`config.mk`:
```
export PLATFORM = sky130hd
export DESIGN_NAME = mtbd_ctrl
export DESIGN_NICKNAME = d
export VERILOG_FILES = /design/src/sv/mtbd_pkg.sv /design/src/sv/mtbd_ctrl.sv
export SDC_FILE = /design/constraint.sdc
export NUM_CORES = 1
export LEC_CHECK = 0
export BUFFER_PORTS_ARGS = -buffer_cell sky130_fd_sc_hd__buf_2
export CORE_UTILIZATION = 33
export DETAILED_ROUTE_END_ITERATION = 12
export PLACE_DENSITY = 0.62
export RECOVER_POWER = 50
export SETUP_SLACK_MARGIN = 0.2
export SYNTH_ARGS = -nofsm -noshare
export SYNTH_HDL_FRONTEND = slang
export SYNTH_SLANG_ARGS = --single-unit
```
`constraint.sdc`:
```
create_clock -name aclk -period 1.7 [get_ports aclk]
set_input_delay 0.085 -clock aclk [delete_from_list [all_inputs] [get_ports aclk]]
set_output_delay 0.085 -clock aclk [all_outputs]
set_load 0.02 [all_outputs]
```
`src/sv/mtbd_pkg.sv`:
```
// Shared constants, types and word functions of the bounded-draw Mersenne Twister.
package mtbd_pkg;

    localparam int STATE_WORDS  = 624;
    localparam int TWIST_OFFSET = 397;
    localparam int ADDR_W       = $clog2(STATE_WORDS);
    localparam int WORD_W       = 32;
    localparam int DIV_STEPS    = WORD_W;
    localparam int DIV_CNT_W    = $clog2(DIV_STEPS);
    localparam int PADDR_W      = 3;

    localparam logic [WORD_W-1:0] SEED_DEFAULT = 32'd4357;
    localparam logic [WORD_W-1:0] SEED_MULT    = 32'd69069;
    localparam logic [WORD_W-1:0] MATRIX_WORD  = 32'h9908_b0df;
    localparam logic [WORD_W-1:0] HIGH_BIT     = 32'h8000_0000;
    localparam logic [WORD_W-1:0] LOW_BITS     = 32'h7fff_ffff;
    localparam logic [WORD_W-1:0] TEMPER_B     = 32'h9d2c_5680;
    localparam logic [WORD_W-1:0] TEMPER_C     = 32'hefc6_0000;

    localparam logic [ADDR_W-1:0] LAST_ADDR = ADDR_W'(STATE_WORDS - 1);
    localparam logic [ADDR_W-1:0] FAR_WRAP  = ADDR_W'(STATE_WORDS - TWIST_OFFSET);
    localparam logic [ADDR_W-1:0] FAR_STEP  = ADDR_W'(TWIST_OFFSET);
    localparam logic [DIV_CNT_W-1:0] DIV_LAST = DIV_CNT_W'(DIV_STEPS - 1);

    // Register index of the seed word on the configuration port
    localparam logic REG_SEED = 1'b0;

    // Controller states, one-hot
    typedef enum logic [7:0] {
        ST_IDLE  = 8'b0000_0001,
        ST_FILL  = 8'b0000_0010,
        ST_RDA   = 8'b0000_0100,
        ST_RDB   = 8'b0000_1000,
        ST_RDC   = 8'b0001_0000,
        ST_TWIST = 8'b0010_0000,
        ST_DIV   = 8'b0100_0000,
        ST_OUT   = 8'b1000_0000
    } mtbd_state_t;

    // Commands from the controller to the datapath
    typedef struct packed {
        logic take;       // latch the bound of an accepted beat
        logic fill_init;  // start a seed refill at word zero
        logic fill_step;  // write one seeded word, advance
        logic rd_a;       // read word at pointer
        logic rd_b;       // read next word, hold first
        logic rd_c;       // read far word, hold second
        logic twist;      // write regenerated word, load divider
        logic div_step;   // one restoring-division step
        logic out_load;   // load the result register
    } mtbd_cmd_t;

    // Status from the datapath to the controller
    typedef struct packed {
        logic bound_zero;  // incoming bound is zero
        logic seeded;      // state array filled from current seed
        logic fill_last;   // last word of the refill
        logic div_last;    // last division step
        logic out_free;    // result register can take a new result
    } mtbd_sts_t;

    // Regenerate one word from current, next and far words
    function automatic logic [WORD_W-1:0] twist_word(
        input logic [WORD_W-1:0] cur,
        input logic [WORD_W-1:0] nxt,
        input logic [WORD_W-1:0] far
    );
        logic [WORD_W-1:0] y;
        logic [WORD_W-1:0] v;
        y = (cur & HIGH_BIT) | (nxt & LOW_BITS);
        v = far ^ (y >> 1);
        if (y[0]) begin
            v = v ^ MATRIX_WORD;
        end
        return v;
    endfunction

    // Output tempering
    function automatic logic [WORD_W-1:0] temper(input logic [WORD_W-1:0] w);
        logic [WORD_W-1:0] y;
        y = w;
        y = y ^ (y >> 11);
        y = y ^ ((y << 7) & TEMPER_B);
        y = y ^ ((y << 15) & TEMPER_C);
        y = y ^ (y >> 18);
        return y;
    endfunction

endpackage

```
`src/sv/mtbd_ctrl.sv`:
```
// Controller state machine sequencing refill, word regeneration, division and output.
module mtbd_ctrl
    import mtbd_pkg::*;
(
    input  logic       aclk,
    input  logic       aresetn,
    input  logic       s_valid,
    output logic       s_ready,
    input  mtbd_sts_t  sts,
    output mtbd_cmd_t  cmd
);

    mtbd_state_t state_reg;
    mtbd_state_t state_next;

    // Hold state
    always_ff @(posedge aclk) begin
        if (!aresetn) begin
            state_reg <= ST_IDLE;
        end else begin
            state_reg <= state_next;
        end
    end

    assign s_ready = (state_reg == ST_IDLE);

    // Next state and commands
    always_comb begin
        state_next = state_reg;
        cmd        = '0;
        unique case (state_reg)
            ST_IDLE: begin
                if (s_valid) begin
                    cmd.take = 1'b1;
                    if (sts.bound_zero) begin
                        state_next = ST_OUT;
                    end else if (!sts.seeded) begin
                        cmd.fill_init = 1'b1;
                        state_next    = ST_FILL;
                    end else begin
                        state_next = ST_RDA;
                    end
                end
            end
            ST_FILL: begin
                cmd.fill_step = 1'b1;
                if (sts.fill_last) begin
                    state_next = ST_RDA;
                end
            end
            ST_RDA: begin
                cmd.rd_a   = 1'b1;
                state_next = ST_RDB;
            end
            ST_RDB: begin
                cmd.rd_b   = 1'b1;
                state_next = ST_RDC;
            end
            ST_RDC: begin
                cmd.rd_c   = 1'b1;
                state_next = ST_TWIST;
            end
            ST_TWIST: begin
                cmd.twist  = 1'b1;
                state_next = ST_DIV;
            end
            ST_DIV: begin
                cmd.div_step = 1'b1;
                if (sts.div_last) begin
                    state_next = ST_OUT;
                end
            end
            ST_OUT: begin
                if (sts.out_free) begin
                    cmd.out_load = 1'b1;
                    state_next   = ST_IDLE;
                end
            end
            default: begin
                state_next = ST_IDLE;
            end
        endcase
    end

endmodule

```
==> impl_metrics.env, run 1 <==
export IMPL_placed_area_um2=728
export IMPL_worst_slack_ps=-184
export IMPL_critPathMaxFanout=2
export IMPL_leakage_nw=0.478
export IMPL_grt_pass1_vias=687
export IMPL_cts_max_level=1
export IMPL_cts_clk_slew_worst_paths_ps=70
export IMPL_critPathCaptureType="output pin"
export IMPL_drcViolationCount=0
export IMPL_fin_crit_ps=1880
export IMPL_power_per_cell_area_nw_per_um2=633
export IMPL_drtPass1Iterations=4
export IMPL_ys_ff_latch=8
export IMPL_rows=14
export IMPL_cp_data_required_time_ps=1620
export IMPL_die_area_um2=1760
export IMPL_clk_insertion_delay_late_ps=270
export IMPL_crit_path_start_kind="register"
export IMPL_grt_max_degree=10
export IMPL_io_pins=18
export IMPL_clockBufferDepth=2
export IMPL_violations="negative setup slack"
export IMPL_cts_tree="yes"
export IMPL_io_buffers=17
export IMPL_worst_r2r_cell_count=5
export IMPL_postRouteAntennaNets=0
export IMPL_diodes=0
export IMPL_hold_violations=0
export IMPL_syn_area_um2=527
export IMPL_die_y_um=42.0
export IMPL_min_from="aresetn"
export IMPL_wl_met3_um=117
export IMPL_whs_path_depth=2
export IMPL_maxUsedRoutingLayer="met4"
export IMPL_max_vdd_ir_drop_mv=0.533
export IMPL_syn_to_final_growth_pct=103
export IMPL_fin_util=0.710
export IMPL_post_route_period_util=1.11
export IMPL_gp_congestion=0.796
export IMPL_tightest_slew_ps=518
export IMPL_ys_warn_count=0
export IMPL_r2r_setup_slack_ps=-140
export IMPL_hpwl_um=1030
export IMPL_largest_reg_flops=8
export IMPL_met2_length_um=1050
export IMPL_worstPathArrival_ps=1800
export IMPL_wl_met1_um=847
export IMPL_slew_headroom=0.652
export IMPL_via_per_inst=5.74
export IMPL_cts_sinks=8
export IMPL_numCtsBuffers=3
export IMPL_grt_use_total=0.236
export IMPL_synth_seq_area_share=0.304
export IMPL_clock_skew_ps=21.8
export IMPL_rsz0062_at_grt="true"
export IMPL_drtIter0Drc=20
export IMPL_die_w_um=42.0
export IMPL_drv_slew=0
export IMPL_status="complete, but fails checks"
export IMPL_netlist_cell_type_count=25
export IMPL_vias=723
export IMPL_root_buffer="clkbuf_4"
export IMPL_grt_overflow=0
export IMPL_hp_class="in2reg"
export IMPL_layout_drive_gt1_share=0.709
export IMPL_grt_pass1_wl_um=3040
export IMPL_tns_ps=-1440
export IMPL_routed_wirelength_um=2070
export IMPL_r2r_start="state_reg[5]"
export IMPL_core_area_um2=1510
export IMPL_wire_per_inst_um=16.4
export IMPL_reg2reg_to="state_reg[0]"
export IMPL_start_util=0.350
export IMPL_hold_slack_ps=62.9
export IMPL_final_setup_viol_count=12
export IMPL_crit_type="reg2out"
export IMPL_hold_path_end="state_reg[0]"
export IMPL_synthesis_area_per_instance_um2=8.10
export IMPL_antenna_found_initial=0
export IMPL_fmax_mhz=531
export IMPL_max_cap_violations=0
export IMPL_syn_instance_count=65
export IMPL_syn_nets=73
export IMPL_design_area_um2=1070
export IMPL_nets=120
cell families after synthesis:
family	synth area share
simple gates	0.463
xor+xnor	0.0333
buf+inv	0.0285
flops	0.304
compound gates	0.171
where the power goes:
| group | switching (mW) | internal [mW] |
|---|---|---|
| Clock | 0.0724 | 0.0811 |
| Sequential | 0.0154 | 0.200 |
| Combinational | 0.152 | 0.156 |
layout make-up:
cell class	count	area, um^2
sequential	8	169
inverter	4	15.0
timing repair buffer	42	364
clock buffer	3	22.5
tap	16	20.0
fill	106	437
multi-input combinational	53	479
cell usage in the layout, fill, tap and decap left out, types with 2 or more instances in the layout:
master and instances:
clkbuf_4 3, buf_6 13, nor2_1 4, nor3b_2 5
nand4_1 2, nor2b_1 2, nand2_1 3, o21a_1 2
nor2_2 2, and2_1 2, buf_4 19, nand3_1 2
inv_1 2, dfxtp_2 7, or4_4 2, xor2_1 2
o211ai_1 2, buf_2 7, inv_2 2, nand2_2 2
how the worst max path moves through the flow:
stage	startpoint	end	slack, ps	cells after the start
floorplan	state_reg[5]	state_reg[0]	-50	4
global placement	state_reg[5]	state_reg[0]	-20	4
detailed placement	state_reg[5]	state_reg[0]	-30	4
CTS	state_reg[5]	cmd[1]	-180	5
global route	state_reg[5]	cmd[1]	-260	5
finish	state_reg[5]	cmd[1]	-180	5
critical path: stages (launching register included):
cell and delay (ps):
dfxtp_2 320, or4_4 530, or4_4 430, buf_6 130, inv_2 40, buf_6 100
routing by layer:
| layer | vias to the layer above | track usage |
|---|---|---|
| met5 | - | 0 |
| met4 | 0 | 0.0710 |
| met3 | 6 | 0.104 |
| met2 | 34 | 0.388 |
| met1 | 347 | 0.276 |
| li1 | 336 | - |
cells in the mapped netlist (all sizes together):
| cell | n | area share |
|---|---|---|
| o211ai | 2 | 0.028 |
| o21a | 2 | 0.028 |
| dfxtp | 8 | 0.30 |
| or4 | 2 | 0.043 |
| inv | 4 | 0.028 |
| xor2 | 2 | 0.033 |
| and3 | 2 | 0.024 |
| nor4b | 2 | 0.033 |
| or2b | 1 | 0.017 |
| nor3b | 6 | 0.086 |
| nand4 | 2 | 0.024 |
| o21ai | 1 | 0.0095 |
| nand2 | 6 | 0.043 |
| a21boi | 1 | 0.014 |
| nor3 | 2 | 0.019 |
| nor2b | 2 | 0.024 |
| nand2b | 1 | 0.012 |
| a31oi | 1 | 0.012 |
| nor4 | 2 | 0.024 |
| nand3 | 2 | 0.019 |
| o221ai | 2 | 0.057 |
| and2 | 3 | 0.036 |
| nor2 | 7 | 0.050 |
| or3 | 1 | 0.012 |
| o2111a | 1 | 0.021 |
through the flow:
stage               total power, mW  std cells  setup slack [ps]
finish                        0.677        126              -184
global route                  0.715        126              -256
CTS                           0.633        121              -183
detailed placement            0.404        107             -32.8
global placement              0.403        107             -15.3
floorplan                     0.339         65             -50.5
repair_timing:
item | in CTS | in global routing
setup endpoints to repair | 16 | 16
setup buffers | 11 | 5
hold endpoints to repair | 0 | 0
gates resized for setup | 34 | 20
pin swaps | 14 | 12
hold buffers | 0 | 0
Power figures use the tool's default switching activity.
==> inputs of run 2 (changes only) <==
Settings changed: PLACE_DENSITY 0.62 to 0.59.
Clock period 1.7 ns to 1.91 ns, I/O delays scaled along.
==> impl_metrics.env, run 2 (synthesis gave the netlist of run 1 again) <==
export IMPL_cp_data_required_time_ps=1810
export IMPL_clock_skew_ps=7.92
export IMPL_drtIter0Drc=9
export IMPL_finalPower_uw=557
export IMPL_status="complete, no violations"
export IMPL_dp_slack_ps=83.2
export IMPL_start_util=0.350
export IMPL_slew_headroom=0.772
export IMPL_antenna_found_initial=0
export IMPL_io_pins=18
export IMPL_cts_max_level=1
export IMPL_instances_no_fill=113
export IMPL_path_common_cell="buf_6"
export IMPL_nets=107
export IMPL_drtPass1Iterations=4
export IMPL_worst_r2r_cell_count=4
export IMPL_post_route_period_util=0.979
export IMPL_hold_violations=0
export IMPL_cts_tree="yes"
export IMPL_leakage_nw=0.390
export IMPL_grt_use_total=0.165
export IMPL_core_area_um2=1510
export IMPL_fmax_mhz=535
export IMPL_postRouteAntennaNets=0
export IMPL_most_common_layout_cells="12 x buf_4, 11 x buf_2, 7 x nor2_1"
export IMPL_grt_pass1_wl_um=2230
export IMPL_max_vdd_ir_drop_mv=0.411
export IMPL_worstPathArrival_ps=1770
export IMPL_vias=615
export IMPL_clockBufferDepth=2
export IMPL_hp_class="in2reg"
export IMPL_reg2reg_to="state_reg[0]"
export IMPL_r2r_setup_slack_ps=40
export IMPL_crit_path_top_delay_cell="or4_4"
export IMPL_cts_sinks=8
export IMPL_r2r_start="state_reg[4]"
export IMPL_cp_depth=6
export IMPL_mostFrequentLayoutCell="buf_4"
export IMPL_endpoint="cmd[7]"
export IMPL_rows=14
export IMPL_critPathMaxFanout=3
export IMPL_critPathCaptureType="output pin"
export IMPL_startpoint="state_reg[4]"
export IMPL_tightest_slew_ps=337
export IMPL_numCtsBuffers=3
export IMPL_clk_insertion_delay_late_ps=260
export IMPL_cts_hold_buf=0
export IMPL_critPathTopFamily="simple AND/OR/NAND/NOR gates"
export IMPL_diodes=0
export IMPL_die_y_um=42.0
export IMPL_hpwl_um=969
export IMPL_routed_wirelength_um=1560
export IMPL_wire_per_inst_um=13.8
export IMPL_grt_max_degree=10
export IMPL_drv_slew=0
export IMPL_path_buf_inv=3
export IMPL_power_per_cell_area_nw_per_um2=647
export IMPL_largest_reg_flops=8
export IMPL_drcViolationCount=0
export IMPL_syn_to_final_growth_pct=63.7
export IMPL_critPathMaxStageDelay_ps=540
export IMPL_grt_overflow=0
export IMPL_crit_path_start_kind="register"
export IMPL_cts_clk_slew_worst_paths_ps=60
export IMPL_fin_crit_ps=1870
export IMPL_grt_pass1_vias=526
export IMPL_hold_slack_ps=96.2
export IMPL_rsz0062_at_grt="true"
export IMPL_max_cap_violations=0
export IMPL_cp_cell_sequence="or4_4, buf_6, nor3_4, nand4_1, inv_1, buf_6"
export IMPL_root_buffer="clkbuf_4"
export IMPL_die_area_um2=1760
export IMPL_final_setup_viol_count=0
export IMPL_layout_drive_gt1_share=0.515
export IMPL_crit_type="reg2out"
export IMPL_io_buffers=17
export IMPL_via_per_inst=5.44
export IMPL_dp_cells=103
export IMPL_tns_ps=0
export IMPL_die_w_um=42.0
export IMPL_worst_slack_ps=39.7
export IMPL_gp_congestion=0.778
## run 2: cell count changes in the layout (fill, tap and decap cells not counted), moves of 3 or more
cell     before  now
dfxtp_2       7    3
buf_6        13    4
nor3b_1       1    4
nor2_1        4    7
buf_2         7   11
nor3b_2       5    2
buf_4        19   12
## run 2: power by group
group	leakage [nW]	internal, mW	total [mW]	switching (mW)
Clock	0.0138	0.0722	0.135	0.0623
Combinational	0.309	0.110	0.224	0.114
Sequential	0.0672	0.178	0.199	0.0213
Total	0.390	0.360	0.557	0.197
## run 2: final cells by class
cell class / count / area, um^2
Tap cell: 16 / 20.0
Sequential cell: 8 / 171
Fill cell: 140 / 644
Timing Repair Buffer: 29 / 198
Inverter: 4 / 15.0
Clock buffer: 3 / 22.5
Multi-Input combinational cell: 53 / 435
## run 2: layer usage
metal,up-vias,global-route usage,part of all wire
met5,-,0,0
met4,0,0.0839,0.020
met3,2,0.0130,0.028
met2,17,0.272,0.50
met1,287,0.216,0.45
li1,309,-,-
## run 2: timing repair
action | CTS | global route
setup endpoints to repair | 8 | 13
gates cloned | 0 | 0
gates resized for setup | 14 | 18
buffers inserted | 4 | 3
pin swaps | 4 | 7
## run 2: worst min-delay path by stage
stage | start | end | slack, ps | cells past startpoint
final | aresetn | state_reg[0] | 100 | 2
after global routing | aresetn | state_reg[0] | 110 | 2
after CTS | aresetn | state_reg[0] | 80 | 2
after detailed placement | aresetn | state_reg[0] | 350 | 2
after global placement | aresetn | state_reg[0] | 350 | 2
after floorplan | aresetn | state_reg[0] | 160 | 1
## run 2: metrics by stage
stage | utilization | area [um^2]
3_5_place_dp | 0.452 | 681
5_1_grt | 0.572 | 862
2_1_floorplan | - | 538
4_1_cts | 0.517 | 778
3_3_place_gp | 0.452 | 681
6_report | 0.572 | 862
==> inputs of run 3 (changes only) <==
Settings changed: CAP_MARGIN set to 20, RECOVER_POWER 50 to unset.
==> impl_metrics.env, run 3 (synthesis gave the netlist of run 1 again) <==
export IMPL_drv_slew=0
export IMPL_die_area_um2=1760
export IMPL_mostFrequentLayoutCell="buf_4"
export IMPL_whs_path_depth=2
export IMPL_r2r_start="state_reg[4]"
export IMPL_rsz0062_at_grt="true"
export IMPL_tns_ps=0
export IMPL_fmax_mhz=535
export IMPL_path_buf_inv=3
export IMPL_final_setup_viol_count=0
export IMPL_routed_wirelength_um=1550
export IMPL_path_common_cell="buf_6"
export IMPL_cp_cell_sequence="or4_4, buf_6, nor3_4, nand4_1, inv_1, buf_6"
export IMPL_dp_slack_ps=83.2
export IMPL_met2_length_um=769
export IMPL_grt_max_degree=10
export IMPL_maxUsedRoutingLayer="met4"
export IMPL_fin_util=0.584
export IMPL_min_from="aresetn"
export IMPL_tightest_slew_ps=340
export IMPL_grt_pass1_vias=526
export IMPL_wl_met1_um=714
export IMPL_crit_path_start_kind="register"
export IMPL_die_y_um=42.0
export IMPL_post_route_period_util=0.979
export IMPL_status="complete, no violations"
export IMPL_r2r_setup_slack_ps=40
export IMPL_hpwl_um=969
export IMPL_critPathTopFamily="simple AND/OR/NAND/NOR gates"
export IMPL_critPathMaxFanout=3
export IMPL_slew_headroom=0.770
export IMPL_clockBufferDepth=2
export IMPL_clk_insertion_delay_late_ps=260
export IMPL_layout_drive_gt1_share=0.557
export IMPL_nets=107
export IMPL_largest_reg_flops=8
export IMPL_max_cap_violations=0
export IMPL_reg2reg_to="state_reg[0]"
export IMPL_io_pins=18
export IMPL_hp_class="in2reg"
export IMPL_instances_no_fill=113
export IMPL_most_common_layout_cells="14 x buf_4, 11 x buf_2, 7 x nor2_1"
export IMPL_drtIter0Drc=11
export IMPL_critPathMaxStageDelay_ps=540
export IMPL_gp_congestion=0.778
export IMPL_fin_crit_ps=1870
export IMPL_max_vdd_ir_drop_mv=0.415
export IMPL_diodes=0
export IMPL_clock_skew_ps=6.73
export IMPL_cts_hold_buf=0
export IMPL_grt_overflow=0
export IMPL_start_util=0.350
export IMPL_postRouteAntennaNets=0
export IMPL_cts_max_level=1
export IMPL_io_buffers=17
export IMPL_vias=609
export IMPL_placed_area_um2=681
export IMPL_critPathCaptureType="output pin"
export IMPL_wl_met3_um=37
export IMPL_worstPathArrival_ps=1770
export IMPL_wire_per_inst_um=13.7
export IMPL_drtPass1Iterations=4
export IMPL_cp_data_required_time_ps=1810
export IMPL_antenna_found_initial=0
export IMPL_cts_tree="yes"
export IMPL_cts_sinks=8
export IMPL_hold_violations=0
export IMPL_numCtsBuffers=3
export IMPL_drcViolationCount=0
export IMPL_hold_path_end="state_reg[0]"
export IMPL_worst_slack_ps=39.5
export IMPL_grt_use_total=0.165
export IMPL_rows=14
export IMPL_crit_path_top_delay_cell="or4_4"
export IMPL_dp_cells=103
export IMPL_grt_pass1_wl_um=2230
export IMPL_finalPower_uw=565
export IMPL_leakage_nw=0.399
export IMPL_via_per_inst=5.39
export IMPL_design_area_um2=880
export IMPL_crit_type="reg2out"
export IMPL_hold_slack_ps=93.0
export IMPL_worst_r2r_cell_count=4
export IMPL_core_area_um2=1510
export IMPL_syn_to_final_growth_pct=67.0
export IMPL_cts_clk_slew_worst_paths_ps=60
export IMPL_startpoint="state_reg[4]"
export IMPL_root_buffer="clkbuf_4"
export IMPL_die_w_um=42.0
export IMPL_power_per_cell_area_nw_per_um2=643
==> run 3: cell count changes in the layout (fill, tap and decap cells not counted) <==
cell      previous run  this run
clkbuf_1             2         0
nor3b_2              2         4
nor3b_1              4         2
buf_4               12        14
==> run 3: worst register-to-register path, cell delays in order (launching register included) <==
cell	delay, ps
dfxtp_1	310
or4_4	540
or4_4	480
o221ai_4	280
o221ai_2	130
==> run 3: final cells by class <==
type / count / area [um^2]
Inverter: 4 / 15.0
Tap cell: 16 / 20.0
Fill cell: 138 / 627
Sequential cell: 8 / 171
Timing Repair Buffer: 29 / 205
Multi-Input combinational cell: 53 / 445
Clock buffer: 3 / 22.5
==> run 3: layer usage <==
layer,vias to the layer above,GRT usage
met4,0,0.0839
met5,-,0
met3,2,0.0130
met2,14,0.272
met1,285,0.216
li1,308,-
==> run 3: worst max-delay path by stage <==
stage,end,depth (start not counted),slack [ps]
floorplan,state_reg[4],4,130
global placement,state_reg[0],4,120
detailed placement,state_reg[0],4,80
CTS,cmd[1],4,10
global route,cmd[7],6,-20
finish,cmd[7],6,40
==> run 3: report_power, final <==
| group | switching [mW] | leakage (nW) | internal, mW |
|---|---|---|---|
| registers | 0.0215 | 0.0672 | 0.178 |
| logic | 0.115 | 0.318 | 0.116 |
| clock network | 0.0639 | 0.0138 | 0.0723 |
==> run 3: what timing repair did <==
item	in CTS	in global routing
endpoints found under the setup margin	8	13
resized for setup	14	18
cloned	0	0
setup buffers	4	3
pin swaps	4	7
